### src/design/fpa_pkg.sv
`timescale 1ns / 1ps
// ----------------------------------------------------------------------------
// Fixed-point ALU package
// Opcodes, the classified request type and a saturation helper.
// ----------------------------------------------------------------------------
package fpa_pkg;

   typedef enum logic [3:0] {
      OP_ADD    = 4'd0,
      OP_SUB    = 4'd1,
      OP_MUL    = 4'd2,
      OP_DIV    = 4'd3,
      OP_CMP    = 4'd4,
      OP_MIN    = 4'd5,
      OP_MAX    = 4'd6,
      OP_INC    = 4'd7,
      OP_DEC    = 4'd8,
      OP_TO_INT = 4'd9
   } op_type;

   // How the back end finishes a request.
   typedef enum logic [1:0] {
      KIND_DONE = 2'd0,
      KIND_MUL  = 2'd1,
      KIND_DIV  = 2'd2
   } kind_type;

   typedef struct packed {
      kind_type    kind;
      logic [31:0] mag_a;
      logic [31:0] mag_b;
      logic        neg;
      logic        lt;
      logic        eq;
      logic        gt;
      logic [31:0] res;
      logic        sat;
      logic        dz;
   } item_type;

   typedef struct packed {
      logic [31:0] res;
      logic        sat;
   } clamp_type;

   localparam logic [31:0] MAX_POS = 32'h7FFF_FFFF;
   localparam logic [31:0] MAX_NEG = 32'h8000_0000;

   // Apply a sign to a magnitude and clamp it to 32 signed bits.
   function automatic clamp_type clamp_mag(input logic neg, input logic [63:0] mag);
      clamp_type c;
      c.sat = 1'b0;
      if (neg) begin
         if (mag > 64'h8000_0000) begin
            c.sat = 1'b1;
            c.res = MAX_NEG;
         end else begin
            c.res = 32'd0 - mag[31:0];
         end
      end else begin
         if (mag > 64'h7FFF_FFFF) begin
            c.sat = 1'b1;
            c.res = MAX_POS;
         end else begin
            c.res = mag[31:0];
         end
      end
      return c;
   endfunction

endpackage

### src/design/fpa_queue.sv
`timescale 1ns / 1ps
// ----------------------------------------------------------------------------
// Fixed-point ALU request queue
// Two-entry queue between the front end and the back end.
// ----------------------------------------------------------------------------
module fpa_queue (
   input  logic              clock,
   input  logic              reset,
   input  logic              push,
   input  fpa_pkg::item_type push_item,
   output logic              full,
   input  logic              pop,
   output logic              empty,
   output fpa_pkg::item_type pop_item
);
   import fpa_pkg::*;

   item_type    mem_ff [2];
   logic        wr_ptr_ff, wr_ptr_in;
   logic        rd_ptr_ff, rd_ptr_in;
   logic [1:0]  count_ff, count_in;

   assign full     = (count_ff == 2'd2);
   assign empty    = (count_ff == 2'd0);
   assign pop_item = mem_ff[rd_ptr_ff];

   // Pointer and fill count update.
   always_comb begin
      wr_ptr_in = push ? !wr_ptr_ff : wr_ptr_ff;
      rd_ptr_in = pop ? !rd_ptr_ff : rd_ptr_ff;
      count_in  = count_ff + 2'(push) - 2'(pop);
   end

   always_ff @(posedge clock) begin
      if (reset) begin
         wr_ptr_ff <= 1'b0;
         rd_ptr_ff <= 1'b0;
         count_ff  <= 2'd0;
      end else begin
         wr_ptr_ff <= wr_ptr_in;
         rd_ptr_ff <= rd_ptr_in;
         count_ff  <= count_in;
      end
      if (push) begin
         mem_ff[wr_ptr_ff] <= push_item;
      end
   end

endmodule

### config.mk
export PLATFORM = sky130hd
export DESIGN_NAME = fpa_queue
export DESIGN_NICKNAME = d
export VERILOG_FILES = /design/src/design/fpa_pkg.sv /design/src/design/fpa_queue.sv
export SDC_FILE = /design/constraint.sdc
export NUM_CORES = 1
export LEC_CHECK = 0
export CAP_MARGIN = 15
export CORE_ASPECT_RATIO = 1.5
export CORE_MARGIN = 2
export CORE_UTILIZATION = 35
export DETAILED_ROUTE_END_ITERATION = 7
export DONT_BUFFER_PORTS = 1
export PLACE_DENSITY = 0.5
export SYNTH_ARGS = -nofsm -noshare
export SYNTH_HDL_FRONTEND = slang
export SYNTH_SLANG_ARGS = --single-unit
export TNS_END_PERCENT = 10
### constraint.sdc
create_clock -name clock -period 6.9 [get_ports clock]
set_input_delay 1.38 -clock clock [delete_from_list [all_inputs] [get_ports clock]]
set_output_delay 1.38 -clock clock [all_outputs]
set_load 0.05 [all_outputs]
==> flow_summary.html <==
<table>
<tr><th>Metric</th><th>Value</th></tr>
<tr><th colspan="2">Yosys</th></tr>
<tr><td>Count of flip-flops with a built-in enable after synthesis</td><td>208</td></tr>
<tr><td>Cell type contributing the most total cell area after synthesis</td><td>sky130_fd_sc_hd__edfxtp_1</td></tr>
<tr><td>Most common flop cell mapped by yosys</td><td>sky130_fd_sc_hd__edfxtp_1</td></tr>
<tr><td>Post-synthesis xor/xnor area fraction</td><td>0.502%</td></tr>
<tr><td>Fraction of registers with async set or reset after synthesis</td><td>0%</td></tr>
<tr><td>Post-synthesis adder-cell area fraction</td><td>0.314%</td></tr>
<tr><td>Total nets after synthesis</td><td>455</td></tr>
<tr><td>Syn_area_per_cell</td><td>23.1 µm²</td></tr>
<tr><td>Combinational family with the most area after synthesis</td><td>multiplexers</td></tr>
<tr><td>Unique cell type count in the Yosys netlist</td><td>14</td></tr>
<tr><td>Total of flip-flops plus latches after synthesis</td><td>213</td></tr>
<tr><td>Sequential area share after synthesis</td><td>79.6%</td></tr>
<tr><td>Fraction of synthesized cell area taken by the top area cell type</td><td>78.3%</td></tr>
<tr><td>Yosys warns</td><td>0</td></tr>
<tr><td>Simple-gate area share of the yosys netlist</td><td>0.549%</td></tr>
<tr><td>Share of synthesized area spent on multiplexers</td><td>17.5%</td></tr>
<tr><td>List of most frequent post-synthesis cells</td><td>208 x sky130_fd_sc_hd__edfxtp_1, 60 x sky130_fd_sc_hd__mux2_4, 44 x sky130_fd_sc_hd__mux2_2, 7 x sky130_fd_sc_hd__buf_6</td></tr>
<tr><td>Compound-Gate Fraction of Synth Area</td><td>0%</td></tr>
<tr><td>Cells after synthesis</td><td>345</td></tr>
<tr><td>Most repeated cell in the gate-level netlist after synthesis</td><td>sky130_fd_sc_hd__edfxtp_1</td></tr>
<tr><td>Top cells by area in the synthesized netlist</td><td>sky130_fd_sc_hd__edfxtp_1 78%, sky130_fd_sc_hd__mux2_4 11%, sky130_fd_sc_hd__mux2_2 6.2%, sky130_fd_sc_hd__dfxtp_1 1.3%, sky130_fd_sc_hd__buf_6 0.99%</td></tr>
<tr><td>Mapped cell area</td><td>7970 µm²</td></tr>
<tr><th colspan="2">Clock network</th></tr>
<tr><td>CTS Buf Count</td><td>20</td></tr>
<tr><td>Cts-stage hold buffer count</td><td>0</td></tr>
<tr><td>Post-CTS setup repair buffer count</td><td>0</td></tr>
<tr><td>CTS tree</td><td>yes</td></tr>
<tr><td>Clock sink total</td><td>213</td></tr>
<tr><td>Maximum clock path buffer count</td><td>3</td></tr>
<tr><td>Worst skew pair latency</td><td>0.49 ns</td></tr>
<tr><td>Post-CTS clock slew at the launch and capture registers of the worst setup and hold paths</td><td>0.06 ns</td></tr>
<tr><td>Post_cts resized</td><td>0</td></tr>
<tr><td>H-tree Lvls</td><td>1</td></tr>
<tr><td>Master cell of the clock root buffer</td><td>sky130_fd_sc_hd__clkbuf_16</td></tr>
<tr><th colspan="2">Floorplanning</th></tr>
<tr><td>Area of the core</td><td>22400 µm²</td></tr>
<tr><td>Die area</td><td>24000 µm²</td></tr>
<tr><td>Die outline height</td><td>189 µm</td></tr>
<tr><td>Width of the die</td><td>127 µm</td></tr>
<tr><td>FP Rows</td><td>67</td></tr>
<tr><td>Num ports</td><td>214</td></tr>
<tr><td>Effective utilization at floorplan</td><td>35.6%</td></tr>
<tr><th colspan="2">STA</th></tr>
<tr><td>Final number of hold-violating endpoints</td><td>0</td></tr>
<tr><td>Max-slew violation count</td><td>0</td></tr>
<tr><td>Final period util</td><td>61.0%</td></tr>
<tr><td>Final setup TNS</td><td>0 ns</td></tr>
<tr><td># setup viols final</td><td>0</td></tr>
<tr><td>Worst slew pin tran</td><td>1.16 ns</td></tr>
<tr><td>Worst hold margin</td><td>0.521 ns</td></tr>
<tr><td>Unrepaired setup endpoints after global routing</td><td>no</td></tr>
<tr><td>Post-layout min period</td><td>4.21 ns</td></tr>
<tr><td>Max frequency</td><td>0.238 GHz</td></tr>
<tr><td>Worst-case headroom to the max-slew limit</td><td>22.5%</td></tr>
<tr><td>Clk_skew</td><td>0.00961 ns</td></tr>
<tr><th colspan="2">Cells and area</th></tr>
<tr><td>Number of nets in the layout</td><td>468</td></tr>
<tr><td>Area growth from synthesis to final layout</td><td>10.7%</td></tr>
<tr><td>Finished Cell Area</td><td>8830 µm²</td></tr>
<tr><td>Proportion of layout cells with a drive suffix above 1</td><td>36.8%</td></tr>
<tr><th colspan="2">Power and ir drop</th></tr>
<tr><td>Overall power consumption</td><td>2.99 mW</td></tr>
<tr><td>Maximum ir drop on the vdd rail</td><td>0.232 mV</td></tr>
<tr><td>Static leakage power</td><td>2.98 nW</td></tr>
<tr><td>Power per Cell Area</td><td>339 nW/µm²</td></tr>
<tr><th colspan="2">Critical path</th></tr>
<tr><td>Element type at the critical path start</td><td>flop</td></tr>
<tr><td>Largest fanout of any net on the critical path</td><td>67</td></tr>
<tr><td>Setup Crit Path Kind</td><td>reg -&gt; out</td></tr>
<tr><td>Worst path arrival time</td><td>2.83 ns</td></tr>
<tr><td>Crit path required time</td><td>5.52 ns</td></tr>
<tr><td>Cell-by-cell listing of the critical path</td><td>buf_4 -&gt; mux2_2</td></tr>
<tr><td>CP bufs+invs</td><td>1</td></tr>
<tr><td>Crit path max-delay family</td><td>flip-flops</td></tr>
<tr><td>Slowest cell on the critical path</td><td>sky130_fd_sc_hd__dfxtp_4</td></tr>
<tr><td>Maximum cell stage delay along the critical path</td><td>1.03 ns</td></tr>
<tr><td>Type of destination of the critical path</td><td>primary output</td></tr>
<tr><th colspan="2">Min path</th></tr>
<tr><td>Class of the most critical hold timing path</td><td>reg -&gt; reg</td></tr>
<tr><th colspan="2">Place</th></tr>
<tr><td>Detailed Place HPWL</td><td>9300 µm</td></tr>
<tr><td>Number of buffers inserted by port buffering</td><td>0</td></tr>
<tr><td>Gp weighted congestion</td><td>0.693</td></tr>
<tr><td>Total cell area at the placement stage</td><td>8240 µm²</td></tr>
<tr><th colspan="2">Global routing</th></tr>
<tr><td>Initial antenna violation count</td><td>4</td></tr>
<tr><td>Total congestion overflow after global routing</td><td>0</td></tr>
<tr><td>Overall fraction of global-route tracks in use</td><td>11.5%</td></tr>
<tr><td>Maximum number of pins on one net before global-route repair</td><td>82</td></tr>
<tr><td>First-pass GRT wire length</td><td>20800 µm</td></tr>
<tr><td>Vias in the first global route</td><td>3527</td></tr>
<tr><th colspan="2">Detailed routing</th></tr>
<tr><td>Iteration-0 DRC count of the detailed router</td><td>184</td></tr>
<tr><td>Average wire length per cell after detail routing</td><td>22.0 µm</td></tr>
<tr><td>Post-detailed-route count of antenna-violating nets</td><td>0</td></tr>
<tr><td>Final WL</td><td>14200 µm</td></tr>
<tr><td>Ratio of routed vias to standard cells</td><td>4.91</td></tr>
<tr><td>DRC viols</td><td>0</td></tr>
<tr><td>Number of optimization iterations in the first detailed-route pass</td><td>4</td></tr>
<tr><td>Vias</td><td>3180</td></tr>
<tr><th colspan="2">Job</th></tr>
<tr><td>Total of max-cap violations</td><td>0</td></tr>
<tr><th colspan="2">Run status</th></tr>
<tr><td>Run status</td><td>completed</td></tr>
</table>
cells in the final DEF (no fill, tap or decap):
cell	instances
sky130_fd_sc_hd__clkinv_1	2
sky130_fd_sc_hd__clkbuf_1	6
sky130_fd_sc_hd__nor2b_4	1
sky130_fd_sc_hd__dfxtp_1	4
sky130_fd_sc_hd__diode_2	2
sky130_fd_sc_hd__dfxtp_4	1
sky130_fd_sc_hd__ha_1	2
sky130_fd_sc_hd__xnor3_1	1
sky130_fd_sc_hd__clkinv_2	5
sky130_fd_sc_hd__clkbuf_16	21
sky130_fd_sc_hd__nor2_1	5
sky130_fd_sc_hd__xnor2_1	2
sky130_fd_sc_hd__buf_4	3
sky130_fd_sc_hd__mux2_2	44
sky130_fd_sc_hd__mux2_4	60
sky130_fd_sc_hd__edfxtp_1	208
sky130_fd_sc_hd__inv_1	2
sky130_fd_sc_hd__and2_4	1
sky130_fd_sc_hd__nor2b_1	2
state kept, by name, indices dropped and copies added (netlist names), named ones only:
name       cells
count_ff       2
wr_ptr_ff      1
mem_ff       208
rd_ptr_ff      1
worst register-to-register path, delay by kind of cell, from the launching register on:
| family | cells | cell delay (ns) |
|---|---|---|
| buffers and inverters | 1 | 0.90 |
| DFF | 1 | 0.35 |
| and+or+nand+nor | 1 | 0.57 |
logic make-up (layout without fill, tap and decap cells):
family,Yosys count,in the layout
other,0,2
and+or+nand+nor,9,9
xor gates and xnor gates,3,3
DFF,213,213
muxes,104,104
buffers and inverters,14,39
adders and majority gates,2,2
power breakdown:
| part | total (mW) | internal (mW) | switching [mW] |
|---|---|---|---|
| Clock | 0.994 | 0.555 | 0.439 |
| Combinational | 0.451 | 0.112 | 0.339 |
| Sequential | 1.55 | 1.51 | 0.0371 |
final cells by class:
class,count,area (µm²)
Timing Repair Buffer,3,22.5
Clock buffer,27,548
Clock inverter,7,32.5
Antenna cell,2,5.00
Sequential cell,213,6350
Fill cell,2026,13600
Inverter,2,7.51
Tap cell,276,345
Multi-Input combinational cell,118,1520
through the flow:
| step | worst slack (ns) | utilization, % | instances |
|---|---|---|---|
| global placement | 3.16 | 36.8 | 612 |
| global route | 2.50 | 39.4 | 646 |
| CTS | 2.59 | 39.4 | 646 |
| finish | 2.69 | 39.4 | 648 |
| floorplan | 0.417 | - | 345 |
| detailed placement | 3.12 | 36.8 | 612 |
metal layers:
metal	global-route usage (%)	part of all wire, %
met5	0	0.29
met4	5.49	4.0
met3	5.45	11
met2	20.4	53
met1	11.0	31
path summary, 6_finish.rpt:
path                          startpoint                       to  slack (ns)  depth (start not counted)
setup / recovery                    flop            pop_item[103]        2.69                          2
hold / removal    rd_ptr_ff$_SDFFE_PP0P_                     flop        0.52                          2
setup reg to reg  wr_ptr_ff$_SDFFE_PP0P_  mem_ff[0][22]$_DFFE_PP_        4.52                          2
hold reg to reg   rd_ptr_ff$_SDFFE_PP0P_                     flop        0.52                          2
(Power assumes the default switching activity.)
