<file path="src/design/fpa_pkg.sv">
`timescale 1ns / 1ps
// ----------------------------------------------------------------------------
// Fixed-point ALU package
// Opcodes, the classified request type and a saturation helper.
// ----------------------------------------------------------------------------
package fpa_pkg;

   typedef enum logic [3:0] {
      OP_ADD    = 4'd0,
      OP_SUB    = 4'd1,
      OP_MUL    = 4'd2,
      OP_DIV    = 4'd3,
      OP_CMP    = 4'd4,
      OP_MIN    = 4'd5,
      OP_MAX    = 4'd6,
      OP_INC    = 4'd7,
      OP_DEC    = 4'd8,
      OP_TO_INT = 4'd9
   } op_type;

   // How the back end finishes a request.
   typedef enum logic [1:0] {
      KIND_DONE = 2'd0,
      KIND_MUL  = 2'd1,
      KIND_DIV  = 2'd2
   } kind_type;

   typedef struct packed {
      kind_type    kind;
      logic [31:0] mag_a;
      logic [31:0] mag_b;
      logic        neg;
      logic        lt;
      logic        eq;
      logic        gt;
      logic [31:0] res;
      logic        sat;
      logic        dz;
   } item_type;

   typedef struct packed {
      logic [31:0] res;
      logic        sat;
   } clamp_type;

   localparam logic [31:0] MAX_POS = 32'h7FFF_FFFF;
   localparam logic [31:0] MAX_NEG = 32'h8000_0000;

   // Apply a sign to a magnitude and clamp it to 32 signed bits.
   function automatic clamp_type clamp_mag(input logic neg, input logic [63:0] mag);
      clamp_type c;
      c.sat = 1'b0;
      if (neg) begin
         if (mag > 64'h8000_0000) begin
            c.sat = 1'b1;
            c.res = MAX_NEG;
         end else begin
            c.res = 32'd0 - mag[31:0];
         end
      end else begin
         if (mag > 64'h7FFF_FFFF) begin
            c.sat = 1'b1;
            c.res = MAX_POS;
         end else begin
            c.res = mag[31:0];
         end
      end
      return c;
   endfunction

endpackage

</file>
<file path="src/design/fpa_front.sv">
`timescale 1ns / 1ps
// ----------------------------------------------------------------------------
// Fixed-point ALU front end
// Accepts requests, finishes the simple operations and tags mul and div by a nonzero divisor.
// ----------------------------------------------------------------------------
module fpa_front #(
   parameter int FRAC_BITS = 8
) (
   input  logic             clock,
   input  logic             reset,
   input  logic             in_valid,
   output logic             in_ready,
   input  logic [3:0]       in_op,
   input  logic [31:0]      in_a,
   input  logic [31:0]      in_b,
   output logic             push,
   output fpa_pkg::item_type push_item,
   input  logic             queue_full
);
   import fpa_pkg::*;

   logic     valid_ff, valid_in;
   item_type item_ff, item_in;

   // Saturating 33-bit signed sum to 32 bits.
   function automatic clamp_type sat_sum(input logic [32:0] s);
      clamp_type c;
      c.sat = (s[32] != s[31]);
      c.res = c.sat ? (s[32] ? MAX_NEG : MAX_POS) : s[31:0];
      return c;
   endfunction

   logic [32:0] a_ext, b_ext, round_sum, int_mag;
   logic        a_lt_b;
   clamp_type   c_add, c_sub, c_inc, c_dec;

   // Classify and compute the simple operations.
   always_comb begin
      a_ext     = {in_a[31], in_a};
      b_ext     = {in_b[31], in_b};
      a_lt_b    = $signed(in_a) < $signed(in_b);
      c_add     = sat_sum(a_ext + b_ext);
      c_sub     = sat_sum(a_ext - b_ext);
      c_inc     = sat_sum(a_ext + 33'd1);
      c_dec     = sat_sum(a_ext - 33'd1);
      item_in.mag_a = in_a[31] ? 32'd0 - in_a : in_a;
      item_in.mag_b = in_b[31] ? 32'd0 - in_b : in_b;
      round_sum = {1'b0, item_in.mag_a} + (33'd1 << (FRAC_BITS - 1));
      int_mag   = round_sum >> FRAC_BITS;
      item_in.neg  = in_a[31] ^ in_b[31];
      item_in.lt   = a_lt_b;
      item_in.eq   = (in_a == in_b);
      item_in.gt   = !a_lt_b && (in_a != in_b);
      item_in.kind = KIND_DONE;
      item_in.res  = 32'd0;
      item_in.sat  = 1'b0;
      item_in.dz   = 1'b0;
      case (in_op)
         OP_ADD: begin
            item_in.res = c_add.res;
            item_in.sat = c_add.sat;
         end
         OP_SUB: begin
            item_in.res = c_sub.res;
            item_in.sat = c_sub.sat;
         end
         OP_MUL: item_in.kind = KIND_MUL;
         OP_DIV: begin
            if (in_b == 32'd0) begin
               item_in.dz  = 1'b1;
               item_in.sat = 1'b1;
               item_in.res = in_a[31] ? MAX_NEG : MAX_POS;
            end else begin
               item_in.kind = KIND_DIV;
            end
         end
         OP_CMP: item_in.res = 32'd0;
         OP_MIN: item_in.res = a_lt_b ? in_a : in_b;
         OP_MAX: item_in.res = item_in.gt ? in_a : in_b;
         OP_INC: begin
            item_in.res = c_inc.res;
            item_in.sat = c_inc.sat;
         end
         OP_DEC: begin
            item_in.res = c_dec.res;
            item_in.sat = c_dec.sat;
         end
         OP_TO_INT: item_in.res = in_a[31] ? 32'd0 - int_mag[31:0] : int_mag[31:0];
         default: item_in.res = 32'd0;
      endcase
   end

   // Hand the classified request to the queue when it has room.
   assign push      = valid_ff && !queue_full;
   assign in_ready  = !valid_ff || !queue_full;
   assign push_item = item_ff;

   always_comb begin
      valid_in = valid_ff;
      if (in_valid && in_ready) begin
         valid_in = 1'b1;
      end else if (push) begin
         valid_in = 1'b0;
      end
   end

   always_ff @(posedge clock) begin
      if (reset) begin
         valid_ff <= 1'b0;
      end else begin
         valid_ff <= valid_in;
      end
      if (in_valid && in_ready) begin
         item_ff <= item_in;
      end
   end

endmodule

</file>
<file path="config.mk">
export PLATFORM = sky130hd
export DESIGN_NAME = fpa_front
export DESIGN_NICKNAME = d
export VERILOG_FILES = /design/src/design/fpa_pkg.sv /design/src/design/fpa_front.sv
export SDC_FILE = /design/constraint.sdc
export NUM_CORES = 1
export LEC_CHECK = 0
export BUFFER_PORTS_ARGS = -buffer_cell sky130_fd_sc_hd__buf_2
export CORE_ASPECT_RATIO = 0.7
export CORE_MARGIN = 5
export CORE_UTILIZATION = 54
export CTS_CLUSTER_DIAMETER = 30
export DETAILED_ROUTE_END_ITERATION = 10
export GPL_TIMING_DRIVEN = 0
export PLACE_DENSITY = 0.76
export SKIP_CTS_REPAIR_TIMING = 1
export SYNTH_ARGS = -nofsm -noshare
export SYNTH_HDL_FRONTEND = slang
export SYNTH_SLANG_ARGS = --single-unit
</file>
<file path="constraint.sdc">
create_clock -name clock -period 6.26 [get_ports clock]
set_input_delay 0.626 -clock clock [delete_from_list [all_inputs] [get_ports clock]]
set_output_delay 0.626 -clock clock [all_outputs]
set_load 0.01 [all_outputs]
</file>
==> results of run 1 <==
[power by group]
part / switching (W) / total [W] / internal, W
clock network: 0.000307 / 0.000622 / 0.000315
registers: 0.0000150 / 0.000869 / 0.000854
logic: 0.000723 / 0.00108 / 0.000358
[stage by stage]
step           setup slack, ns  cell area [um^2]  cells
6_report                0.0414             14900   2230
5_1_grt                0.00437             14900   2229
4_1_cts                  -2.18             14800   2224
3_5_place_dp             -2.53             14500   2208
3_3_place_gp             -2.47             14400   2206
2_1_floorplan          0.00507             13200   1713
[state kept, by name, summed over array words and instances, names as in the netlist]
name	flops
push_item	104
valid_ff	1
[cells in the final DEF, fill, tap and decap left out, types with 41 or more instances in the layout]
cell and n:
xnor2_1 122, buf_2 181, nand3_1 63, o21ai_0 169
xor2_1 41, nor3_1 55, edfxtp_1 104, clkbuf_1 95
nand2_1 118, ha_1 68, a21oi_1 108, nor2_1 139
inv_1 91
[final timing paths]
check	depth (start not counted)	endpoint	startpoint
setup reg to reg	3	push_item[62]	valid_ff
setup / recovery	22	push_item[33]	in_a[31]
hold / removal	2	valid_ff	reset
hold reg to reg	2	valid_ff	valid_ff
[cells by family after synthesis]
kind of cell / count (synthesis) / synth area share
flip-flops: 105 / 0.239
adder cells (fa/ha/maj): 72 / 0.0696
multiplexers: 14 / 0.0111
AO/OA/AOI/OAI: 539 / 0.269
XOR/XNOR: 165 / 0.110
AND/OR/NAND/NOR: 602 / 0.237
buffers and inverters: 216 / 0.0645
[layout make-up]
class,instances,area [um^2],share of cell area
Antenna cell,1,2.50,0.000168
Inverter,93,350,0.0235
Clock inverter,7,76.3,0.00512
Sequential cell,105,3140,0.211
Clock buffer,9,225,0.0151
Buffer,123,537,0.0360
Timing Repair Buffer,182,951,0.0638
Multi-Input combinational cell,1392,9220,0.619
Tap cell,318,398,0.0267
[cells in the mapped netlist, types with 15 or more instances]
library cell,count,share of area
or4_1,17,0.0097
xor2_1,41,0.027
nor4_1,32,0.015
o31ai_1,25,0.014
a21o_1,35,0.020
a21oi_1,108,0.041
xnor2_1,124,0.083
nand3_1,63,0.024
nor3_1,55,0.021
or3_1,24,0.011
nand2b_1,27,0.013
o21ai_0,169,0.064
nand2_1,118,0.034
o41ai_1,15,0.010
a211oi_1,17,0.0097
o211ai_1,27,0.015
edfxtp_1,104,0.24
nand4_1,32,0.015
clkbuf_1,101,0.029
nor2_1,140,0.040
inv_1,91,0.026
ha_1,70,0.067
and3_1,22,0.010
nor2b_1,16,0.0076
[critical path, delay by kind of cell]
kind / cells / cell delay (ns)
buffers and inverters: 10 / 1.96
AOI/OAI and AO/OA: 2 / 0.71
adders and majority gates: 1 / 0.23
xor gates and xnor gates: 1 / 0.20
and+or+nand+nor: 8 / 2.56
[routing by layer]
metal  global-route usage  vias to the layer above
met5                    0                        -
met4                0.119                        2
met1                0.577                     7326
li1                     -                     6731
met3                0.137                      199
met2                0.568                     1334
==> impl_metrics.ini, run 1 <==
[status]
outcome = finished, final reports clean

[setup_path]
cpMostUsedCell = buf_6
cpMaxStageDelayCell = or4_1
end_kind = flip-flop
critical_path_class = in2reg
path_cells = clkbuf_4 > buf_6 > clkbuf_4 > buf_6 > buf_6 > buf_6 > buf_4 > nand2_1 > xnor2_2 > ha_2 > inv_1 > a221o_1 > nor2_2 > nand4_1 > buf_4 > or4_1 > buf_2 > or4_1 > and2_1 > or4_1 > or3_1 > o31a_1
crit_required_ns = 6.37
start_kind = primary input
rrSetupSlack_ns = 4.55
crit_fanout = 10
arrival_ns = 6.33
max_stage_delay_ns = 0.55

[global_route]
antenna_found_initial = 1
grt_pass1_wl_um = 85400
grt_max_degree = 66
grt_pass1_vias = 14000
grt.total_usage = 0.401
grt-ovfl-total = 0

[detailed_routing]
dr_wl_met3_um = 9170
post_drt_wl_per_cell_um = 26.2
drc = 0
wl_met2_um = 23500
vias_per_cell = 6.99
wirelength_um = 58300
dr.max_layer_used = met5
ant_nets = 0
drt_iter0_markers = 2617
vias = 15600
drt_pre_antenna_iters = 6
wl_met1_um = 23500

[floorplan]
core_um2 = 23800
initial_core_util = 0.552
rows = 47
io_pins = 178
chipHeight_um = 141
die_x_um = 197
die_area_um2 = 27600

[placed_design]
gp_congestion = 1.06
hpwl_um = 46400
io_buffers = 175

[sta]
worstMarginPinSlew_ns = 1.42
maxSlewHeadroom = 0.0432
fin_skew_ns = 0.0141
finalMaxSlewViolations = 0
fmax_mhz = 161
hold_viol = 0
finalCritPeriodShare = 0.993
hold_slack_ns = 0.409
period_needed_ns = 6.22
setup_viol = 0
rsz0062_at_grt = no
setup_tns_ns = 0

[clocking]
cts.sink_count = 105
clockBufferDepth = 2
htreeDepth = 3
tritoncts = done
cts-root-buf = clkbuf_16
clk_pin_slew_ns = 0.07
cts_buffers = 9
clock_latency_ns = 0.39

[logic_synthesis]
synthFlopType = edfxtp_1
ys_warn_count = 0
synth_area_um2 = 13200
avgSynthCellArea_um2 = 7.68
yosysUniqueCellTypes = 88
syn-num-nets = 1857
synth_edf_count = 104
netlist_instances = 1713
seq_area_frac_synth = 0.239
synthArstFlopShare = 0
ys_ff_latch = 105

[layout]
drive_above_1_share = 0.143
nets = 2050
n_fill_cell = 2161
final_core_util = 0.626
syn_to_final_growth_pct = 13.3

[power_and_ir_drop]
total_power_w = 0.00257
powerDensity_nw_per_um2 = 173
p_leak_nw = 5.76
irDropWorstVdd_uv = 141

[worst_hold_path]
hp-class = in2reg

[run]
cap_violations = 0
No activity file was read; power rests on OpenSTA's default activity.
==> run 2, diff against run 1 <==
Settings changed: PLACE_DENSITY 0.76 to 0.79.
==> run 2 against run 1 <==
Against the previous run:
- the run now ends with capacitance limit, slew limit, setup timing left
- cell area barely moved
- first-iteration DRC count down 8.1%
- clock power fell by 1%
- critical path type unchanged
==> impl_metrics.ini, run 2 (synthesis gave the netlist of run 1 again) <==
[sta]
maxSlewHeadroom = -0.0299
period_needed_ns = 6.28
worstMarginPinSlew_ns = 1.53
fin_skew_ns = 0.0141
finalMaxSlewViolations = 5
fmax_mhz = 159
setup_ws_ns = -0.0203
setup_viol = 1
hold_viol = 0
finalCritPeriodShare = 1.00

[power_and_ir_drop]
p_leak_nw = 5.74
seqPwrFrac = 0.338
clockPowerShare = 0.239
powerDensity_nw_per_um2 = 172
sw_frac_of_total = 0.404
p_switching_w = 0.00104
power_frac_comb = 0.422
p_int_w = 0.00153
total_power_w = 0.00257
irDropWorstVdd_uv = 141

[setup_path]
critical_path_class = in2reg
rrSetupSlack_ns = 4.53
crit_fanout = 10
end_kind = flip-flop
start_kind = primary input
crit_required_ns = 6.37
arrival_ns = 6.39

[detailed_routing]
drt_iter0_markers = 2406
post_drt_wl_per_cell_um = 26.2
wirelength_um = 58500
drt_pre_antenna_iters = 7
drc = 0
vias_per_cell = 6.92
vias = 15400
ant_nets = 0

[placed_design]
dp_cells = 2207
io_buffers = 175
gp_congestion = 1.06
hpwl_um = 46900
dpl_worst_slack_ns = -2.64

[global_route]
grt.total_usage = 0.404
grt_max_degree = 60
grt-ovfl-total = 0
antenna_found_initial = 3
grt_pass1_wl_um = 86000
grt_pass1_vias = 14000

[floorplan]
rows = 47
io_pins = 178
initial_core_util = 0.552
core_um2 = 23800
die_area_um2 = 27600
chipHeight_um = 141
die_x_um = 197

[layout]
largest_register_ffs = 104
final_cell_mix = buf_2, o21ai_0, nor2_1
drive_above_1_share = 0.142
nets = 2047
final_core_util = 0.625
finalNonFillerCells = 2229
syn_to_final_growth_pct = 13.2
final_common_cell = buf_2

[status]
violations = capacitance limit, slew limit, setup timing
outcome = finished with violations

[clocking]
cts.sink_count = 105
cts-root-buf = clkbuf_16
clk_pin_slew_ns = 0.07
htreeDepth = 3
cts_buffers = 9
tritoncts = done
clockBufferDepth = 2
clock_latency_ns = 0.38

[run]
cap_violations = 1

[worst_hold_path]
hp-class = in2reg
run 2: final timing paths:
check / endpoint / depth (start not counted) / startpoint
worst max-delay path: push_item[33] / 22 / in_a[31]
worst min-delay path: valid_ff / 2 / reset
worst max register to register: push_item[66] / 3 / valid_ff
worst min register to register: valid_ff / 2 / valid_ff
run 2: worst max-delay path: stages:
cell and delay, ns:
clkbuf_4 0.20, buf_6 0.17, clkbuf_4 0.23, buf_6 0.19, buf_6 0.22, buf_6 0.21, buf_6 0.20, nand2_1 0.12
xnor2_2 0.20, ha_2 0.27, inv_1 0.10, a221o_1 0.38, nor2_2 0.18, nand4_1 0.11, buf_4 0.20, or4_1 0.47
buf_2 0.19, or4_1 0.52, and2_1 0.21, or4_1 0.58, or3_1 0.38, o31a_1 0.38
run 2: power by group through the flow:
stage                     sequential (W)  combinational (W)  clock [W]
after floorplan                 0.000923           0.000620          0
after global placement          0.000887            0.00101          0
after detailed placement        0.000884            0.00102          0
after CTS                       0.000869            0.00103   0.000619
after global routing            0.000874            0.00115   0.000658
final                           0.000868            0.00108   0.000614
run 2: stage by stage:
step	hold slack (ns)	setup TNS (ns)	cell area, um^2
final	0.422	-0.0203	14900
after floorplan	0.465	0	13200
after detailed placement	0.534	-53.60	14500
after global placement	0.482	-49.37	14400
after global routing	0.423	-0.00554	14900
after CTS	0.415	-42.53	14800
run 2: final cells by class:
type	instances	area, um^2
clock buffer	10	229
clock inverter	6	73.8
inverter	93	350
timing repair buffer	181	943
buffer	121	531
sequential	105	3140
fill	2197	8930
antenna	3	7.51
tap	318	398
multi-input combinational	1392	9210
run 2: per-layer routing:
metal / vias up / global-route usage / routed length (um)
met5: - / 0 / 21
met3: 192 / 0.120 / 9030
met1: 7206 / 0.585 / 23800
met4: 4 / 0.120 / 2240
li1: 6730 / - / -
met2: 1288 / 0.579 / 23300
